==> config.mk <==
export PLATFORM = sky130hd
export DESIGN_NAME = liveness_gated_watchdog_unit
export DESIGN_NICKNAME = d
export VERILOG_FILES = /design/src/hdl/lgw_pkg.sv /design/src/hdl/liveness_gated_watchdog_unit.sv /design/src/hdl/lgw_slot_ram.sv /design/src/hdl/lgw_silence_cmp.sv
export SDC_FILE = /design/constraint.sdc
export NUM_CORES = 1
export LEC_CHECK = 0
export BUFFER_PORTS_ARGS = -buffer_cell sky130_fd_sc_hd__buf_2
export CAP_MARGIN = 20
export CELL_PAD_IN_SITES_DETAIL_PLACEMENT = 0
export CELL_PAD_IN_SITES_GLOBAL_PLACEMENT = 2
export CORE_MARGIN = 2
export CORE_UTILIZATION = 44
export DETAILED_ROUTE_END_ITERATION = 10
export GPL_TIMING_DRIVEN = 0
export HOLD_SLACK_MARGIN = 0.06
export PLACE_DENSITY_LB_ADDON = 0.1
export SETUP_SLACK_MARGIN = 0.1
export SLEW_MARGIN = 20
export SYNTH_ARGS = -nofsm -noshare
export SYNTH_HDL_FRONTEND = slang
export SYNTH_SLANG_ARGS = --single-unit
==> constraint.sdc <==
create_clock -name clk -period 5.46 [get_ports clk]
set_clock_uncertainty 0.15 [all_clocks]
set_input_delay 0.546 -clock clk [delete_from_list [all_inputs] [get_ports clk]]
set_output_delay 0.546 -clock clk [all_outputs]
set_load 0.05 [all_outputs]
==> src/hdl/lgw_pkg.sv <==
// shared types and constants of the liveness-gated watchdog
// no dependencies; used by every other file of the block but lgw_checker
package lgw_pkg;

  localparam int unsigned SLOTS_DEF     = 8;
  localparam int unsigned TIME_BITS_DEF = 48;

  localparam logic [31:0] FEED_INTERVAL_RST = 32'd1000;
  localparam logic [31:0] TIMEOUT_RST       = 32'd10000;

  // register index, taken from paddr[2]
  localparam logic REG_FEED_INTERVAL = 1'b0;
  localparam logic REG_TIMEOUT       = 1'b1;

  typedef enum logic [1:0] {
    REQ_TICK     = 2'd0,
    REQ_REGISTER = 2'd1,
    REQ_ALIVE    = 2'd2
  } req_t;

  typedef enum logic [1:0] {
    STAT_OK          = 2'd0,
    STAT_BAD_BUDGET  = 2'd1,
    STAT_NO_SLOT     = 2'd2,
    STAT_IGNORED     = 2'd3
  } status_t;

  typedef enum logic [2:0] {
    S_IDLE,
    S_EXEC,
    S_SCAN_RD,
    S_SCAN_CMP,
    S_UNFED,
    S_DONE
  } state_t;

  typedef struct packed {
    logic budget;
    logic seen;
  } ram_we_t;

endpackage

==> src/hdl/liveness_gated_watchdog_unit.sv <==
// top level of the liveness-gated watchdog: sequencer, counters, config port
// depends on lgw_pkg, lgw_slot_ram and lgw_silence_cmp
//
// An item is taken when start is high and busy is low; its result appears for one cycle with
// done high, and the receiver cannot stall it. Register and alive items pass through the exec
// and done states, a tick without a check through exec, unfed and done, and a tick that runs a
// check through exec, a read and a compare state per slot visited, a last read if none is
// stale, then unfed and done. The check walks the slots one at a time, stopping at a stale one,
// through the registered read of the slot table and the single silence comparator. The slot
// table needs no clearing after reset. expired is sticky until reset.
module liveness_gated_watchdog_unit #(
  parameter int unsigned SLOTS     = lgw_pkg::SLOTS_DEF,
  parameter int unsigned TIME_BITS = lgw_pkg::TIME_BITS_DEF
) (
  input  logic              clk,
  input  logic              rst,
  input  logic              start,
  output logic              busy,
  input  logic [1:0]        req_type,
  input  logic [31:0]       budget_ms,
  input  logic signed [7:0] slot_id,
  output logic              done,
  output logic [1:0]        status,
  output logic [3:0]        slot_index,
  output logic              fed,
  output logic              stale_seen,
  output logic [3:0]        stale_index,
  output logic              expired,
  input  logic              psel,
  input  logic              penable,
  input  logic              pwrite,
  input  logic [2:0]        paddr,
  input  logic [31:0]       pwdata,
  output logic [31:0]       prdata,
  output logic              pready
);

  localparam int unsigned IDX_W = (SLOTS > 1) ? $clog2(SLOTS) : 1;
  localparam int unsigned CNT_W = $clog2(SLOTS + 1);

  lgw_pkg::state_t state, state_next;

  logic [31:0]          feed_interval;
  logic [31:0]          timeout;
  logic [TIME_BITS-1:0] uptime;
  logic [CNT_W-1:0]     slots_used;
  logic [31:0]          interval_count;
  logic [31:0]          unfed_count;
  logic                 expired_flag;

  logic [1:0]           req_q;
  logic [31:0]          budget_q;
  logic [7:0]           sid_q;
  logic [CNT_W-1:0]     scan_idx;
  logic                 chk_fed;

  lgw_pkg::ram_we_t     ram_we;
  logic [IDX_W-1:0]     wr_addr;
  logic [31:0]          rd_budget;
  logic [TIME_BITS-1:0] rd_seen;
  logic                 slot_stale;

  logic                 accept;
  logic                 cfg_wr;
  logic [31:0]          interval_inc;
  logic [31:0]          unfed_inc;
  logic                 check_due;
  logic                 sid_valid;

  assign accept = start && !busy;
  assign busy   = (state != lgw_pkg::S_IDLE);
  assign pready = 1'b1;
  assign cfg_wr = psel && penable && pwrite && pready;

  assign interval_inc = interval_count + 32'd1;
  assign check_due    = interval_inc >= feed_interval;
  assign unfed_inc    = (unfed_count == '1) ? unfed_count : unfed_count + 32'd1;
  assign sid_valid    = !sid_q[7] && (sid_q < 8'(slots_used));
  assign expired      = expired_flag;

  always_comb begin
    case (paddr[2])
      lgw_pkg::REG_FEED_INTERVAL: prdata = feed_interval;
      lgw_pkg::REG_TIMEOUT:       prdata = timeout;
      default:                    prdata = feed_interval;
    endcase
  end

  lgw_slot_ram #(
    .SLOTS     (SLOTS),
    .TIME_BITS (TIME_BITS),
    .IDX_W     (IDX_W)
  ) u_ram (
    .clk       (clk),
    .we        (ram_we),
    .wr_addr   (wr_addr),
    .wr_budget (budget_q),
    .wr_seen   (uptime),
    .rd_addr   (scan_idx[IDX_W-1:0]),
    .rd_budget (rd_budget),
    .rd_seen   (rd_seen)
  );

  lgw_silence_cmp #(
    .TIME_BITS (TIME_BITS)
  ) u_cmp (
    .uptime    (uptime),
    .checkin   (rd_seen),
    .budget    (rd_budget),
    .stale     (slot_stale)
  );

  always_ff @(posedge clk) begin
    if (rst) begin
      state <= lgw_pkg::S_IDLE;
    end else begin
      state <= state_next;
    end
  end

  always_comb begin
    state_next = state;
    ram_we     = '0;
    wr_addr    = slots_used[IDX_W-1:0];
    case (state)
      lgw_pkg::S_IDLE: begin
        if (accept) begin
          state_next = lgw_pkg::S_EXEC;
        end
      end
      lgw_pkg::S_EXEC: begin
        state_next = lgw_pkg::S_DONE;
        case (req_q)
          lgw_pkg::REQ_TICK: begin
            state_next = check_due ? lgw_pkg::S_SCAN_RD : lgw_pkg::S_UNFED;
          end
          lgw_pkg::REQ_REGISTER: begin
            if (budget_q != 32'd0 && slots_used < CNT_W'(SLOTS)) begin
              ram_we.budget = 1'b1;
              ram_we.seen   = 1'b1;
            end
          end
          lgw_pkg::REQ_ALIVE: begin
            wr_addr = sid_q[IDX_W-1:0];
            if (sid_valid) begin
              ram_we.seen = 1'b1;
            end
          end
          default: ;
        endcase
      end
      lgw_pkg::S_SCAN_RD: begin
        state_next = (scan_idx >= slots_used) ? lgw_pkg::S_UNFED : lgw_pkg::S_SCAN_CMP;
      end
      lgw_pkg::S_SCAN_CMP: begin
        state_next = slot_stale ? lgw_pkg::S_UNFED : lgw_pkg::S_SCAN_RD;
      end
      lgw_pkg::S_UNFED: begin
        state_next = lgw_pkg::S_DONE;
      end
      lgw_pkg::S_DONE: begin
        state_next = lgw_pkg::S_IDLE;
      end
      default: begin
        state_next = lgw_pkg::S_IDLE;
      end
    endcase
  end

  // control and counters
  always_ff @(posedge clk) begin
    if (rst) begin
      feed_interval  <= lgw_pkg::FEED_INTERVAL_RST;
      timeout        <= lgw_pkg::TIMEOUT_RST;
      uptime         <= '0;
      slots_used     <= '0;
      interval_count <= '0;
      unfed_count    <= '0;
      expired_flag   <= 1'b0;
      done           <= 1'b0;
    end else begin
      done <= (state == lgw_pkg::S_DONE);
      if (cfg_wr) begin
        case (paddr[2])
          lgw_pkg::REG_FEED_INTERVAL: feed_interval <= pwdata;
          lgw_pkg::REG_TIMEOUT:       timeout       <= pwdata;
          default: ;
        endcase
      end
      if (state == lgw_pkg::S_EXEC && req_q == lgw_pkg::REQ_TICK) begin
        uptime         <= uptime + TIME_BITS'(1);
        interval_count <= check_due ? 32'd0 : interval_inc;
      end
      if (ram_we.budget) begin
        slots_used <= slots_used + CNT_W'(1);
      end
      if (state == lgw_pkg::S_UNFED) begin
        if (chk_fed) begin
          unfed_count <= '0;
        end else begin
          unfed_count <= unfed_inc;
          if (unfed_inc >= timeout) begin
            expired_flag <= 1'b1;
          end
        end
      end
    end
  end

  // item capture and result staging
  always_ff @(posedge clk) begin
    if (accept) begin
      req_q       <= req_type;
      budget_q    <= budget_ms;
      sid_q       <= slot_id;
      status      <= lgw_pkg::STAT_OK;
      slot_index  <= '0;
      fed         <= 1'b0;
      stale_seen  <= 1'b0;
      stale_index <= '0;
      chk_fed     <= 1'b0;
      scan_idx    <= '0;
    end
    case (state)
      lgw_pkg::S_EXEC: begin
        case (req_q)
          lgw_pkg::REQ_REGISTER: begin
            if (budget_q == 32'd0) begin
              status <= lgw_pkg::STAT_BAD_BUDGET;
            end else if (slots_used >= CNT_W'(SLOTS)) begin
              status <= lgw_pkg::STAT_NO_SLOT;
            end else begin
              slot_index <= 4'(slots_used[IDX_W-1:0]);
            end
          end
          lgw_pkg::REQ_ALIVE: begin
            if (!sid_valid) begin
              status <= lgw_pkg::STAT_IGNORED;
            end
          end
          default: ;
        endcase
      end
      lgw_pkg::S_SCAN_RD: begin
        // past the last used slot with nothing stale: feed
        if (scan_idx >= slots_used) begin
          chk_fed <= 1'b1;
          fed     <= 1'b1;
        end
      end
      lgw_pkg::S_SCAN_CMP: begin
        if (slot_stale) begin
          stale_seen  <= 1'b1;
          stale_index <= 4'(scan_idx[IDX_W-1:0]);
        end else begin
          scan_idx <= scan_idx + CNT_W'(1);
        end
      end
      default: ;
    endcase
  end

endmodule

==> src/hdl/lgw_slot_ram.sv <==
// slot table: silence budget and last check-in time of each slot
// one write port with separate field enables, one registered read port; uses lgw_pkg
module lgw_slot_ram #(
  parameter int unsigned SLOTS     = lgw_pkg::SLOTS_DEF,
  parameter int unsigned TIME_BITS = lgw_pkg::TIME_BITS_DEF,
  parameter int unsigned IDX_W     = 3
) (
  input  logic                 clk,
  input  lgw_pkg::ram_we_t     we,
  input  logic [IDX_W-1:0]     wr_addr,
  input  logic [31:0]          wr_budget,
  input  logic [TIME_BITS-1:0] wr_seen,
  input  logic [IDX_W-1:0]     rd_addr,
  output logic [31:0]          rd_budget,
  output logic [TIME_BITS-1:0] rd_seen
);

  logic [31:0]          budget_mem [SLOTS];
  logic [TIME_BITS-1:0] seen_mem   [SLOTS];

  always_ff @(posedge clk) begin
    if (we.budget) begin
      budget_mem[wr_addr] <= wr_budget;
    end
    if (we.seen) begin
      seen_mem[wr_addr] <= wr_seen;
    end
    rd_budget <= budget_mem[rd_addr];
    rd_seen   <= seen_mem[rd_addr];
  end

endmodule

==> src/hdl/lgw_silence_cmp.sv <==
// shared silence unit: wrapped difference of uptime and last check-in, compared to budget
// used once per scanned slot; uses lgw_pkg for defaults
module lgw_silence_cmp #(
  parameter int unsigned TIME_BITS = lgw_pkg::TIME_BITS_DEF
) (
  input  logic [TIME_BITS-1:0] uptime,
  input  logic [TIME_BITS-1:0] checkin,
  input  logic [31:0]          budget,
  output logic                 stale
);

  logic [TIME_BITS-1:0] silence;

  // subtraction wraps at the uptime width
  assign silence = uptime - checkin;
  assign stale   = silence > TIME_BITS'(budget);

endmodule

## Word-level counts from Yosys, hierarchy flattened

Memories as Yosys holds them, arrays and structs flattened. A register that Yosys moved wholly into a read port is not among the register bits.
Index checks and enable logic that the tools add are counted.

| word-level totals | value |
|---|---|
| register bits | 244 |
| ROM bits | 0 |
| logic and storage cells | 108 |
| output and inout port bits | 48 |
| memories | 2 |
| RAM bits | 640 |
| bits in latches | 0 |
| input port bits | 83 |

| cells by class | value |
|---|---|
| $add $sub $neg | 6 |
| magnitude comparators | 7 |
| div/mod/pow operators | 0 |
| multiply operators | 0 |
| reductions and logical operators | 16 |
| equal/unequal tests | 9 |
| shift-type cells | 0 |
| mux-type cells | 47 |
| bitwise logic cells | 2 |

Memory list:

| name | words | bits a word | read ports | clocked after Yosys merged registers in | wr ports | RTL line | RTL |
|---|---|---|---|---|---|---|---|
| u_ram.seen_mem | 8 | 48 | 1 | 1 | 1 | lgw_slot_ram.sv:19 | `logic [TIME_BITS-1:0] seen_mem [SLOTS];` |
| u_ram.budget_mem | 8 | 32 | 1 | 1 | 1 | lgw_slot_ram.sv:18 | `logic [31:0] budget_mem [SLOTS];` |

Operator list:

| kind | number |
|---|---|
| $mux 32 | 3 |
| $add 32x1->32 const B | 2 |
| $ge 32x32->1 | 2 |
| $pmux 32 s2 | 1 |
| $add 48x1->48 const B | 1 |
| $gt 48x32->1 | 1 |
| $sub 48x48->48 | 1 |
| $mux 4 | 11 |
| $eq 32x32->1 const B | 1 |
| $logic_not 32->1 | 1 |
| $reduce_bool 32->1 | 1 |
| $mux 3 | 7 |
| $mux 1 | 15 |
| $pmux 3 s5 | 1 |
| $mux 2 | 7 |
| $add 4x1->4 const B | 2 |
| $lt 8x4->1 | 1 |
| $eq 3x2->1 const B | 2 |
| $eq 3x3->1 const B | 2 |
| $logic_and 1x1->1 | 6 |
| $ge 4x4->1 | 1 |
| $ge 4x4->1 const B | 1 |
| $lt 4x4->1 const B | 1 |
| $pmux 2 s2 | 1 |
| other kinds (12) | 15 |

## Logic depth before layout (Yosys ltp)

Gate-level depths: netlist (run 1).

| logic depth | value |
|---|---|
| depth in word-level cells | 8 |
| depth in mapped cells | 24 |
| depth with buffers taken out | 24 |

## Modules after synthesis

A second synthesis (run 1) with hierarchy kept.

| unflattened totals | value |
|---|---|
| cell total of the unflattened synthesis | 3131 |
| area total of the unflattened synthesis | 42310.6 sq um |

By module, submodules not included:

| module | instances | area each (sq um) | sequential area each (sq um) | cells each |
|---|---|---|---|---|
| lgw_slot_ram | 1 | 25697.1 | 20820.0 | 1028 |
| liveness_gated_watchdog_unit | 1 | 12739.7 | 5305.1 | 1519 |
| lgw_silence_cmp | 1 | 3873.7 | 0.0 | 584 |

## Worst setup path before layout (run 1)

OpenSTA, ideal clock, no wires.

| timing | value |
|---|---|
| path type | reg-to-reg |
| start | register uptime[0] |
| end | register stale_index[2] |
| cell stages (with the launch flop) | 23 |
| arrival time | 4.636 ns |
| clock period less this slack | 4.903 ns |
| setup slack | 0.557 ns |
| buffers on the path | 0 |
| data required time | 5.194 ns |
| setup time | 0.116 ns |
| cells stage by stage | dfxtp_1 > inv_1 > ha_1 > inv_1 > fa_1 > a211oi_2 > o21ai_2 > o2111a_2 > or2_2 > a21oi_1 > o21bai_1 > xor2_1 > ha_1 > nand4_1 > nor4_1 > a22oi_1 > a31oi_1 > nand3_1 > a2111oi_0 > nand4b_2 > o21bai_4 > nor2_1 > a31o_2 |

| on the way | value |
|---|---|
| word-level cells in the longest chain between the ends | 4 |

Ends and longest elaborated chain:

| element | RTL line | RTL |
|---|---|---|
| from (decl) | liveness_gated_watchdog_unit.sv:45 | `logic [TIME_BITS-1:0] uptime;` |
| from (signal assigned) | liveness_gated_watchdog_unit.sv:191 | `uptime <= uptime + TIME_BITS'(1);` |
| $sub 48x48->48 | lgw_silence_cmp.sv:15 | `assign silence = uptime - checkin;` |
| $gt 48x32->1 | lgw_silence_cmp.sv:16 | `assign stale = silence > TIME_BITS'(budget);` |
| $mux 4 | liveness_gated_watchdog_unit.sv:252 | `if (slot_stale) begin` |
| $mux 4 | liveness_gated_watchdog_unit.sv:224 | `case (state)` |
| to (signal assigned) | liveness_gated_watchdog_unit.sv:254 | `stale_index <= 4'(scan_idx[IDX_W-1:0]);` |
| to (decl) | liveness_gated_watchdog_unit.sv:27 | `output logic [3:0] stale_index,` |

Every way passes these cells.
A chain may end at the register's enable or synchronous reset.

## Worst setup path in the final report (run 1)

Same ends and word-level chain as after synthesis.

==> impl_metrics.csv, run 1 <==
group,metric,value,unit
worst_setup_path,critical_path.max_stage_delay,0.42,ns
finish,n_fill_cell,8085,
sta,setup_violations,0,
floorplanning,io_pins,131,
global_route,grt_use_total,23.8,%
worst_setup_path,cp_num_cells,24,
min_path,hp-class,"in -> reg",
finish,design_area,50200,sq um
floorplanning,rows,113,
floorplanning,start_util,44.4,%
synth,ys_types,85,
worst_setup_path,cp_num_buf_inv,3,
synth,synth_edf_count,682,
sta,fmax,191,MHz
synth,synth_area,42300,sq um
clock_tree,numCtsBuffers,101,
worst_setup_path,cp.required,5.88,ns
place,dpl_cell_area,45300,sq um
floorplanning,die_w,314,um
synth,synthTopCellsByArea,"edfxtp_1 48%, dfxtp_1 13%, mux4_2 8.5%",
power_and_ir_drop,vdd_drop_max,222,uV
worst_setup_path,r2r_start,"uptime[0]",
place,port_buffers,127,
drt,drc,0,
synth,synth_cells,3332,
clock_tree,root_buffer,"clkbuf_16",
drt,drtIter0Drc,2208,
finish,syn2layout_area_growth,18.7,%
global_route,grt_max_degree,36,
worst_setup_path,r2r_end,"stale_index[2]",
worst_setup_path,end_kind,"register",
finish,postLayoutCoreUtil,52.7,%
worst_setup_path,startpoint_type,"register",
synth,yosys_warnings,0,
synth,synth_nets,3575,
floorplanning,dieArea,98600,sq um
worst_setup_path,path_class,"reg -> reg",
worst_setup_path,rrSetupSlack,0.21,ns
worst_setup_path,critical_path.slowest_cell,"fa_2",
global_route,grt_pass1_vias,27952,
drt,vias,27842,
power_and_ir_drop,p_sw_share,21.4,%
power_and_ir_drop,power_density,313,nW/um^2
worst_setup_path,arrival,5.66,ns
drt,wl,117000,um
run_status,status,"complete, no violations",
synth,synth.top_cell.area_share,48.5,%
power_and_ir_drop,clkPwrFrac,45.2,%
clock_tree,cts-htree-levels,3,
worst_setup_path,cpLargestDelayFamily,"compound AO/OA/AOI/OAI gates",
worst_setup_path,crit_chain,"inv_4, ha_4, inv_2, fa_2, a211oi_4, o21ai_4, o2111a_2, or2_4, a21oi_4, o21bai_4, xor2_2, ha_1, nand4_1, nor2_1, a22oi_2, a22oi_2, a31oi_2, nand3_2, a2111oi_4, nand4b_4, o21bai_4, buf_12, nor2_1, a31o_2",
sta,finalCriticalPeriod,5.25,ns
place,dp.final_hpwl,84200,um
finish,finalNetCount,3928,
finish,drive_above_1_share,17.3,%
power_and_ir_drop,p_int,12.4,mW
synth,ys.flop_type,"edfxtp_1",
synth,synth-seq-cells,964,
sta,rsz0062_at_grt,"yes",
floorplanning,die_h,314,um
clock_tree,cts.path.max_buffers,3,
finish,seq_area,26200,sq um
sta,worst_slew_pin_slew,1.19,ns
power_and_ir_drop,seq_power_share,50.8,%
synth,yosys-top-cells-count,"682 x edfxtp_1, 537 x nand2_1, 282 x dfxtp_1",
worst_setup_path,critPathCapture,"stale_index[2]",
power_and_ir_drop,total_power,15.7,mW
sta,period_share,96.1,%
drt,wl_per_cell,23.3,um
run,maxCapViolCount,0,
worst_setup_path,timing.critical_path.from,"uptime[0]",
synth,yosysTopAreaCell,"edfxtp_1",
global_route,grt-ovfl-total,0,
synth,yosysMostFrequentCell,"edfxtp_1",
synth,avgSynthCellArea,12.7,sq um
sta,maxSlewHeadroom,20.4,%
min_path,min_from,"rst",
clock_tree,tritoncts,"built",
min_path,hold_depth,3,
drt,drt-pass1-iter-count,5,
sta,maxSlewViolCount,0,
finish,multi_input_area,15500,sq um
place,gp_congestion,0.864,
floorplanning,core_area,95200,sq um
worst_setup_path,r2r_cells,24,
clock_tree,clk_pin_slew,0.06,ns
drt,ant_nets,0,
power_and_ir_drop,p_leak,18.3,nW
clock_tree,cts_sinks,964,
worst_setup_path,crit_fanout,7,
drt,post_drt_via_cell_ratio,5.53,
global_route,grt_pass1_wl,175000,um
sta,hold_viol,0,
synth,seq_area_frac_synth,61.8,%
synth,synthArstFlopShare,0,%
global_route,grt_antenna_before_repair,2,
power_and_ir_drop,p_sw,3.36,mW
power_and_ir_drop,p_comb_share,4.0,%
clock_tree,clock_latency,0.68,ns
-- cell usage in the layout (no fill, tap or decap), types with 14 or more instances in the layout --
cell | Yosys | layout
or3_1 | 21 | 21
buf_2 | 9 | 138
a22oi_1 | 29 | 26
a2bb2oi_1 | 19 | 19
nand4_1 | 52 | 52
mux4_2 | 160 | 160
a211o_1 | 14 | 14
dfxtp_2 | 0 | 18
nand2b_1 | 16 | 16
edfxtp_1 | 682 | 682
clkbuf_1 | 103 | 125
ha_1 | 159 | 143
nor4_1 | 21 | 18
a21oi_1 | 185 | 173
dlygate4sd3_1 | 0 | 74
xnor2_1 | 66 | 62
o21ai_0 | 127 | 125
a21o_1 | 46 | 46
inv_1 | 171 | 168
buf_4 | 2 | 16
dfxtp_1 | 282 | 259
and3_1 | 41 | 41
xor2_1 | 72 | 69
clkbuf_2 | 1 | 14
nor2_4 | 0 | 17
nand2_1 | 537 | 535
nand3_1 | 53 | 52
buf_1 | 25 | 15
clkbuf_16 | 0 | 105
nor3_1 | 24 | 23
nor2_1 | 229 | 211
nor2b_1 | 22 | 22
buf_12 | 0 | 23
-- kinds of logic after synthesis --
kind of cell | Yosys count | share of synthesized area, %
and+or+nand+nor | 1063 | 11.2
DFF | 964 | 61.8
AOI/OAI and AO/OA | 530 | 7.90
buffers and inverters | 311 | 2.81
muxes | 165 | 8.65
adders and majority gates | 160 | 4.75
xor gates and xnor gates | 138 | 2.86
other | 1 | 0.00887
-- power groups by stage --
stage          registers, mW  clock network [mW]  logic (mW)
2_1_floorplan           8.13                   0       0.323
3_3_place_gp            8.15                   0       0.537
3_5_place_dp            8.15                   0       0.564
4_1_cts                 7.99                7.23       0.613
5_1_grt                 8.00                7.51       0.681
6_report                7.99                7.10       0.622
-- worst min path at each step --
stage / end
after floorplan: feed_interval[10]
after global placement: stale_seen
after detailed placement: fed
after CTS: expired
after global routing: expired
final: expired
-- through the flow --
step	hold slack, ns	instances	setup TNS [ns]	worst slack (ns)
4_1_cts	0.150	5020	0	0.162
3_5_place_dp	0.290	4756	-11.16	-1.16
3_3_place_gp	0.285	4724	-893.29	-2.21
5_1_grt	0.167	5034	0	0.0266
2_1_floorplan	0.286	3332	0	0.557
6_report	0.175	5034	0	0.213
-- registers in the layout (all words and copies together), names as in the netlist, 2 cells and up --
name              cells
u_ram.budget_mem    256
interval_count       32
req_q                 2
stale_index           4
budget_q             32
u_ram.seen_mem      384
unfed_count          32
sid_q                 8
state                 3
status                2
timeout              32
slot_index            4
u_ram.rd_seen        48
feed_interval        32
uptime               48
u_ram.rd_budget      32
scan_idx              4
slots_used            4
-- routing by layer --
metal / up-vias / track usage (%) / share of wire (%)
met3: 161 / 3.18 / 4.5
met2: 699 / 40.2 / 49
met1: 14010 / 32.1 / 44
met4: 0 / 7.10 / 2.8
met5: - / 0 / 0
li1: 12972 / - / -
-- layout make-up --
| type | count | share of cell area [%] |
|---|---|---|
| flip-flops and latches | 964 | 52.2 |
| multi-input cells | 2057 | 31.0 |
| clock buffers | 142 | 5.65 |
| repair buffers | 253 | 4.51 |
| well taps | 1265 | 3.15 |
| inverters | 171 | 1.28 |
| clock inverters | 44 | 1.15 |
| plain buffers | 137 | 1.10 |
| diodes | 1 | 0.00499 |
-- worst reg2reg max path: stages (launching register included) --
cell       delay (ns)
dfxtp_4          0.36
inv_4            0.08
ha_4             0.13
inv_2            0.04
fa_2             0.42
a211oi_4         0.26
o21ai_4          0.13
o2111a_2         0.30
or2_4            0.26
a21oi_4          0.22
o21bai_4         0.10
xor2_2           0.27
ha_1             0.29
nand4_1          0.19
nor2_1           0.10
a22oi_2          0.19
a22oi_2          0.10
a31oi_2          0.24
nand3_2          0.15
a2111oi_4        0.38
nand4b_4         0.17
o21bai_4         0.16
buf_12           0.16
nor2_1           0.06
a31o_2           0.23
-- repair_timing --
action	in CTS	in global routing
pin swaps	14	32
setup endpoints to repair	21	43
buffers inserted	6	13
endpoints found under the hold margin	106	0
gates resized for setup	46	83
hold buffers	74	0
Power figures use the tool's default switching activity.
==> inputs of run 2 (changes only) <==
==> constraint.sdc (replaced) <==
create_clock -name clk -period 5.46 [get_ports clk]
set_clock_uncertainty 0.15 [all_clocks]
set_input_delay 0 -clock clk [delete_from_list [all_inputs] [get_ports clk]]
set_output_delay 0 -clock clk [all_outputs]
set_load 0.05 [all_outputs]
==> impl_metrics.csv, run 2 (synthesis results as in run 1) <==
group,metric,value,unit
sta,maxSlewViolCount,0,
global_route,grt_antenna_before_repair,2,
min_path,hp-class,"in -> reg",
worst_setup_path,arrival,5.66,ns
drt,wl,119000,um
clock_tree,numCtsBuffers,101,
power_and_ir_drop,total_power,15.8,mW
worst_setup_path,path_class,"reg -> reg",
worst_setup_path,path_common_cell,"a2111oi_4",
power_and_ir_drop,power_density,308,nW/um^2
power_and_ir_drop,seq_power_share,50.7,%
worst_setup_path,r2r_end,"stale_index[2]",
sta,setup_ws,0.221,ns
finish,design_area,51100,sq um
finish,seq_area,26200,sq um
worst_setup_path,r2r_start,"uptime[0]",
finish,drive_above_1_share,16.9,%
power_and_ir_drop,vdd_drop_max,222,uV
run_status,status,"complete, no violations",
power_and_ir_drop,p_sw,3.37,mW
finish,final_cell_mix,"682 x edfxtp_1, 535 x nand2_1, 259 x dfxtp_1",
sta,rsz0062_at_grt,"yes",
floorplanning,io_pins,131,
power_and_ir_drop,clkPwrFrac,45.0,%
finish,finalNetCount,4021,
worst_setup_path,crit_chain,"inv_4, ha_4, inv_2, fa_2, a211oi_4, o21ai_4, o2111a_2, or2_4, a21oi_4, xnor2_2, ha_1, a21oi_1, o21ai_2, a2111oi_4, o211ai_1, a31oi_2, nand3_2, a2111oi_4, nand4b_4, o21bai_4, buf_12, nor2_1, a31o_2",
clock_tree,tritoncts,"built",
floorplanning,core_area,95200,sq um
sta,timing.hold.ws,0.102,ns
clock_tree,clk_pin_slew,0.06,ns
global_route,grt-ovfl-total,0,
clock_tree,cts_sinks,964,
global_route,grt_max_degree,36,
sta,fin_setup_tns,0,ns
clock_tree,clock_latency,0.68,ns
drt,drt-pass1-iter-count,5,
worst_setup_path,end_kind,"register",
global_route,grt_pass1_vias,28487,
place,dp.final_hpwl,84200,um
floorplanning,rows,113,
worst_setup_path,critical_path.max_stage_delay,0.42,ns
drt,post_drt_via_cell_ratio,5.51,
worst_setup_path,rrSetupSlack,0.22,ns
place,port_buffers,127,
sta,hold_viol,0,
clock_tree,cts.path.max_buffers,3,
sta,setup_violations,0,
finish,multi_input_area,15500,sq um
finish,reg_top3,"u_ram.seen_mem x384, u_ram.budget_mem x256",
drt,drc,0,
power_and_ir_drop,p_int,12.4,mW
worst_setup_path,cp.required,5.88,ns
sta,finalCriticalPeriod,5.24,ns
worst_setup_path,critical_path.slowest_cell,"fa_2",
worst_setup_path,crit_fanout,7,
drt,vias,28273,
global_route,grt_use_total,24.1,%
finish,n_fill_cell,8008,
place,dpl_cell_area,45300,sq um
min_path,hold_depth,6,
sta,maxSlewHeadroom,21.5,%
global_route,grt_pass1_wl,177000,um
sta,worst_slew_pin_slew,1.18,ns
clock_tree,cts-htree-levels,3,
power_and_ir_drop,p_sw_share,21.4,%
drt,drtIter0Drc,2140,
worst_setup_path,startpoint_type,"register",
min_path,min_from,"psel",
floorplanning,die_w,314,um
min_path,min_to,"feed_interval[10]",
floorplanning,start_util,44.4,%
place,gp_congestion,0.864,
clock_tree,root_buffer,"clkbuf_16",
power_and_ir_drop,p_comb_share,4.3,%
drt,wl_per_cell,23.1,um
floorplanning,dieArea,98600,sq um
finish,top_register,"u_ram.seen_mem",
drt,ant_nets,0,
run,maxCapViolCount,0,
place,dp_slack,-1.16,ns
power_and_ir_drop,p_leak,18.7,nW
finish,largest_register_ffs,384,
sta,fmax,191,MHz
sta,period_share,95.9,%
finish,syn2layout_area_growth,20.9,%
floorplanning,die_h,314,um
worst_setup_path,r2r_cells,23,
finish,layout_commonest_cell,"edfxtp_1",
## run 2: cell types whose count changed in the layout (fill, tap and decap cells not counted)
cell / previous run / this run
dlygate4sd3_1: 74 / 167
## run 2: cell type report
| class | instances | share of cell area (%) |
|---|---|---|
| antenna | 1 | 0.00490 |
| buffer | 137 | 1.08 |
| clock buffer | 142 | 5.55 |
| clock inverter | 44 | 1.13 |
| inverter | 171 | 1.26 |
| multi-input combinational | 2057 | 30.4 |
| sequential | 964 | 51.2 |
| tap | 1265 | 3.10 |
| timing repair buffer | 346 | 6.25 |
## run 2: worst max-delay path by stage
stage / slack [ns] / from / endpoint
after CTS: 0.16 / uptime[0] / scan_idx[0]
final: 0.22 / uptime[0] / stale_index[2]
after global placement: -2.21 / state[0] / u_ram.seen_mem[7][35]
after detailed placement: -1.16 / uptime[0] / stale_index[2]
after global routing: 0.03 / uptime[0] / stale_index[2]
after floorplan: 0.56 / uptime[0] / stale_index[2]
## run 2: power groups by stage
stage                     registers [mW]  logic (mW)  clock network [mW]
after global routing                8.00       0.734                7.51
after global placement              8.15       0.537                   0
final                               7.99       0.672                7.10
after CTS                           7.99       0.659                7.23
after floorplan                     8.13       0.323                   0
after detailed placement            8.15       0.564                   0
## run 2: timing repair
item                                    in CTS  in global routing
endpoints found under the setup margin      21                 43
gates resized for setup                     46                 83
hold buffers                               167                  0
pin swaps                                   14                 32
setup buffers                                6                 13
endpoints found under the hold margin      115                  0
## run 2: per-layer routing
layer	track usage, %	routed length, um	vias up
met5	0	0	-
met4	7.49	3600	0
met3	3.07	5210	175
met2	40.7	58100	731
met1	32.4	51600	14213
li1	-	-	13154
## run 2: worst max-delay path, delay by kind of cell, from the launching register on
| kind | cells | cell delay (ns) |
|---|---|---|
| compound gates | 12 | 2.85 |
| fa+ha+maj | 3 | 0.74 |
| buf+inv | 3 | 0.27 |
| xor+xnor | 1 | 0.12 |
| simple gates | 4 | 0.62 |
| flops | 1 | 0.36 |
## run 2: per-stage QoR
step / utilization [%] / cells
floorplan: - / 3332
global placement: 46.8 / 4724
detailed placement: 47.6 / 4756
CTS: 53.2 / 5113
global route: 53.7 / 5127
finish: 53.7 / 5127
